**src/rtl/bti_pkg.sv**
```systemverilog
// Package for the bilinear table interpolator.
// Holds sizes, codes, the sequencer state type and small helper functions.
// Depends on nothing.
package bti_pkg;

  localparam int MAX_X_POINTS = 16;
  localparam int MAX_Y_POINTS = 16;
  localparam int GRID_DEPTH   = 256;
  localparam int BP_AW        = $clog2(MAX_X_POINTS);
  localparam int GRID_AW      = $clog2(GRID_DEPTH);
  localparam int PTS_W        = 5;
  localparam int DATA_W       = 32;
  localparam int DIFF_W       = DATA_W + 1;
  localparam int PROD_W       = 2 * DATA_W;
  localparam int ACC_W        = 98;
  localparam int DEN_W        = PROD_W;
  localparam int DIV_STEPS    = ACC_W;
  localparam int DIV_CNT_W    = $clog2(DIV_STEPS);

  typedef enum logic [1:0] {
    FUNC_WR_X    = 2'd0,
    FUNC_WR_Y    = 2'd1,
    FUNC_WR_GRID = 2'd2,
    FUNC_QUERY   = 2'd3
  } func_e;

  typedef enum logic [0:0] {
    CFG_X_POINTS = 1'b0,
    CFG_Y_POINTS = 1'b1
  } cfg_idx_e;

  typedef enum logic [3:0] {
    S_IDLE, S_SX, S_SY, S_LD1, S_LD2, S_CHK, S_DMUL, S_GRD,
    S_M1, S_M2, S_M3, S_M4, S_DIV, S_DIVW, S_RES
  } state_e;

  // Point counts below two act as two, above the maximum as the maximum.
  function automatic logic [PTS_W-1:0] clamp_pts(input logic [PTS_W-1:0] v,
                                                 input logic [PTS_W-1:0] mx);
    logic [PTS_W-1:0] r;
    r = v;
    if (v < PTS_W'(2)) r = PTS_W'(2);
    else if (v > mx) r = mx;
    return r;
  endfunction

  function automatic logic [DATA_W-1:0] mag_diff(input logic signed [DIFF_W-1:0] v);
    logic [DIFF_W-1:0] n;
    n = -v;
    return v[DIFF_W-1] ? n[DATA_W-1:0] : v[DATA_W-1:0];
  endfunction

  function automatic logic [DATA_W-1:0] mag_data(input logic signed [DATA_W-1:0] v);
    logic [DATA_W-1:0] n;
    n = -v;
    return v[DATA_W-1] ? n : v;
  endfunction

endpackage

```
**src/rtl/bti_div.sv**
```systemverilog
// Restoring radix-2 divider, one quotient bit per cycle.
// Uses bti_pkg for widths. The remainder also yields the round-half-up flag.
module bti_div (
  input  logic                        clk_i,
  input  logic                        rst_ni,
  input  logic                        start_i,
  input  logic [bti_pkg::ACC_W-1:0]   num_i,
  input  logic [bti_pkg::DEN_W-1:0]   den_i,
  output logic                        done_o,
  output logic [bti_pkg::ACC_W-1:0]   quo_o,
  output logic                        round_up_o
);

  logic                              busy_q, done_q;
  logic [bti_pkg::DIV_CNT_W-1:0]     cnt_q;
  logic [bti_pkg::ACC_W-1:0]         nq_q, nq_d;
  logic [bti_pkg::DEN_W-1:0]         rem_q, rem_d, den_q;
  logic [bti_pkg::DEN_W:0]           sh, diff;
  logic                              ge, last;

  always_comb begin
    sh   = {rem_q, nq_q[bti_pkg::ACC_W-1]};
    diff = sh - {1'b0, den_q};
    ge   = sh >= {1'b0, den_q};
    rem_d = ge ? diff[bti_pkg::DEN_W-1:0] : sh[bti_pkg::DEN_W-1:0];
    nq_d  = {nq_q[bti_pkg::ACC_W-2:0], ge};
    last  = cnt_q == bti_pkg::DIV_CNT_W'(bti_pkg::DIV_STEPS - 1);
  end

  always_ff @(posedge clk_i or negedge rst_ni) begin
    if (!rst_ni) begin
      busy_q <= 1'b0;
      done_q <= 1'b0;
      cnt_q  <= '0;
    end else begin
      done_q <= busy_q && last;
      if (start_i) begin
        busy_q <= 1'b1;
        cnt_q  <= '0;
      end else if (busy_q) begin
        cnt_q <= cnt_q + 1'b1;
        if (last) busy_q <= 1'b0;
      end
    end
  end

  always_ff @(posedge clk_i) begin
    if (start_i) begin
      nq_q  <= num_i;
      rem_q <= '0;
      den_q <= den_i;
    end else if (busy_q) begin
      nq_q  <= nq_d;
      rem_q <= rem_d;
    end
  end

  assign done_o     = done_q;
  assign quo_o      = nq_q;
  assign round_up_o = {rem_q, 1'b0} >= {1'b0, den_q};

endmodule

```
**config.mk**
```make
export PLATFORM = sky130hd
export DESIGN_NAME = bti_div
export DESIGN_NICKNAME = d
export VERILOG_FILES = /design/src/rtl/bti_pkg.sv /design/src/rtl/bti_div.sv
export SDC_FILE = /design/constraint.sdc
export NUM_CORES = 1
export LEC_CHECK = 0
export ABC_CLOCK_PERIOD_IN_PS = 7000
export CAP_MARGIN = 10
export CORE_ASPECT_RATIO = 1.4
export CORE_MARGIN = 8
export CORE_UTILIZATION = 66
export CTS_CLUSTER_DIAMETER = 30
export CTS_CLUSTER_SIZE = 40
export DETAILED_ROUTE_END_ITERATION = 6
export DONT_BUFFER_PORTS = 1
export PLACE_DENSITY_LB_ADDON = 0.15
export SLEW_MARGIN = 5
export SYNTH_ARGS = -nofsm -noshare
export SYNTH_HDL_FRONTEND = slang
export SYNTH_SLANG_ARGS = --single-unit
```
**constraint.sdc**
```tcl
create_clock -name clk_i -period 7 [get_ports clk_i]
set_input_delay 0 -clock clk_i [delete_from_list [all_inputs] [get_ports clk_i]]
set_output_delay 0 -clock clk_i [all_outputs]
set_load 0.05 [all_outputs]
```
==> flow_summary.ini <==
[synthesis]
yosys-top-cells-area = edfxtp_1 (36%), dfxtp_1 (9.4%), mux2_2 (8.3%)
yosysTopAreaCellShare_pct = 35.7
yosys_register_bits = 235
async_flop_share_pct = 3.83
synthCells = 1340
syn_area_um2 = 13600
synth_flop_cell = edfxtp_1
syn_nets = 1572
synth.avg_cell_area_um2 = 10.2
yosysWarnings = 0
ys_seq_area_share_pct = 46.7
synth_top_area_cell = edfxtp_1
ys_types = 83
synth_enable_flop_cells = 162

[cts]
post_cts_resized = 0
hold_buffers = 166
insertion_delay_ns = 0.54
cts_buffer_depth = 3
post_cts_buffers = 0
htreeDepth = 2
cts.sinks = 235
clk_pin_slew_worst_paths_ns = 0.06
cts-root-buf = clkbuf_16
cts_tree = done
cts_inserted_buffers = 37

[timing]
tns_ns = 0
slew_headroom_pct = 16.1
final-setup-viol-count = 0
min_period_ns = 4.18
rsz0062_at_grt = no
finalHoldViolCount = 0
finalClockSkew_ns = 0.0317
period_share_pct = 59.8
worst_pin_slew_ns = 1.26
max_freq_mhz = 239
final_max_slew_viol_count = 0

[run_status]
status = complete, but fails checks
violations = DRC

[power]
leakage_uw = 0.00674
peakVddDrop_mv = 0.266
cellPowerDensity_nw_per_um2 = 377

[global_route]
grt_pass1_wl_um = 62900
grt_use_total_pct = 31.5
grt-ovfl-total = 0
grt_pass1_vias = 11870
grt_max_degree = 217
antenna_found_initial = 2

[detailed_routing]
vias = 11284
wire_per_inst_um = 23.5
drt_iter0_markers = 876
drcViolationCount = 4
firstDrtPassIters = 7
drt_wl_total_um = 41400
viasPerCell = 6.40
ant_nets = 0

[floorplan]
die_w_um = 138
die_h_um = 186
design.die.area_um2 = 25600
initial_core_util_pct = 66.9
row_count = 62
core_area_um2 = 20400
num_io_pins = 265

[placement]
place_hpwl_um = 25600
gp_congestion = 0.967
port_buffers = 0

[job]
drv_cap = 0

[worst_setup_path]
cp_max_fo = 39
r2r-start = den_q[50]$_DFFE_PP_
critPathKind = reg -> reg
cp_slowest_stage_delay_ns = 0.67
cpLargestDelayFamily = simple AND/OR/NAND/NOR gates
endpoint_kind = flop
crit_slowest_cell = a221o_2
crit_top_cell = and3_1
crit_path_start_kind = flop
critPathArrivalTime_ns = 4.60
path_buf_inv = 2
cp.required_ns = 7.42
cp-startpoint = den_q[50]$_DFFE_PP_
crit_chain = inv_1 -> ha_1 -> and3_1 -> nand4_1 -> nor4_1 -> and3_1 -> a221o_2 -> buf_4 -> nand2_1 -> o22ai_1

[finish]
fin_nets = 1708
area_growth_pct = 21.9
fin_util_pct = 81.5
num-fill-cells = 1241
drive_above_1_share_pct = 13.4

[worst_hold_path]
hp-start = start_i
hp-class = in -> reg
## cell type report
class | instances | area [um2] | area share [%]
multi-input combinational | 943 | 6560 | 39.5
sequential | 235 | 6370 | 38.3
timing repair buffer | 171 | 1720 | 10.3
clock buffer | 39 | 943 | 5.68
clock inverter | 29 | 368 | 2.21
inverter | 88 | 333 | 2.00
tap | 256 | 320 | 1.93
antenna | 3 | 7.51 | 0.0452
## stage by stage
stage	setup WS, ns	hold WS [ns]	power [uW]	cells	area [um2]
3_5_place_dp	2.98	-0.295	4160	1527	13600
4_1_cts	2.96	0.0855	6160	1761	16600
6_report	2.82	0.0240	6260	1764	16600
3_3_place_gp	3.09	-0.295	4120	1527	13600
5_1_grt	2.60	0.0923	6540	1764	16600
2_1_floorplan	3.70	-0.296	3770	1340	13600
## worst register-to-register path, cell delays in order (launching register included)
cell and delay (ns):
edfxtp_1 0.34, inv_1 0.05, ha_1 0.42, and3_1 0.25, nand4_1 0.28, nor4_1 0.55
and3_1 0.33, a221o_2 0.67, buf_4 0.49, nand2_1 0.39, o22ai_1 0.31
## per-layer routing
| layer | wire (um) | up-vias | GRT usage [%] |
|---|---|---|---|
| met5 | 0 | - | 0 |
| met4 | 1730 | 0 | 15.5 |
| met3 | 3430 | 127 | 7.91 |
| met2 | 21900 | 583 | 56.8 |
| met1 | 14300 | 5407 | 33.1 |
| li1 | - | 5167 | - |
## flip-flops by register name (all words and copies together) (netlist names)
name	cells
den_q	64
rem_q	64
busy_q	1
cnt_q	7
quo_o	98
done_o	1
## power breakdown
| group | total (uW) | internal (uW) | switching, uW |
|---|---|---|---|
| combinational | 2180 | 853 | 1330 |
| sequential | 2150 | 1740 | 418 |
| clock | 1930 | 1140 | 785 |
## cell usage in the layout, fill, tap and decap left out, drive strengths merged, types with 33 or more instances in the layout
master       synthesis  routed
ha                  66      66
nand2              162     162
nor2                99      99
a21oi               98      98
o21ai               72      72
a311oi              33      33
dlygate4sd3          0     165
clkbuf              37      39
edfxtp             162     162
mux2               100     100
dfxtp               64      64
inv                 88      97
xnor2               35      35
## final timing paths
| check | slack [ns] | end | cells past startpoint |
|---|---|---|---|
| max | 2.82 | rem_q[53]$_SDFFE_PP0P_ | 10 |
| min | 0.02 | rem_q[10]$_SDFFE_PP0P_ | 2 |
| max reg2reg | 2.82 | rem_q[53]$_SDFFE_PP0P_ | 10 |
| min reg2reg | 0.47 | rem_q[63]$_SDFFE_PP0P_ | 2 |
| max in group asynchronous | 6.32 | busy_q$_DFF_PN0_ | 2 |
| min in group asynchronous | 0.37 | cnt_q[3]$_DFFE_PN0P_ | 2 |
## kinds of logic (layout without fill, tap and decap cells)
family	Yosys count	in the layout	synth area share, %
AOI/OAI and AO/OA	321	321	15.9
xor gates and xnor gates	60	60	3.85
adders and majority gates	67	67	6.20
buffers and inverters	162	327	5.27
DFF	235	235	46.7
muxes	111	111	9.06
other	0	3	0
and+or+nand+nor	384	384	13.0
## cell usage after synthesis, types with 27 or more instances
library cell	number
a21o_1	27
nand4_1	27
o21ai_0	64
inv_1	88
a311oi_1	33
ha_1	66
clkbuf_1	36
edfxtp_1	162
nor2_1	99
nand2_1	162
xnor2_1	35
mux2_2	100
a21oi_1	96
dfxtp_1	64
Note: power is estimated with default switching activity, not from simulation.
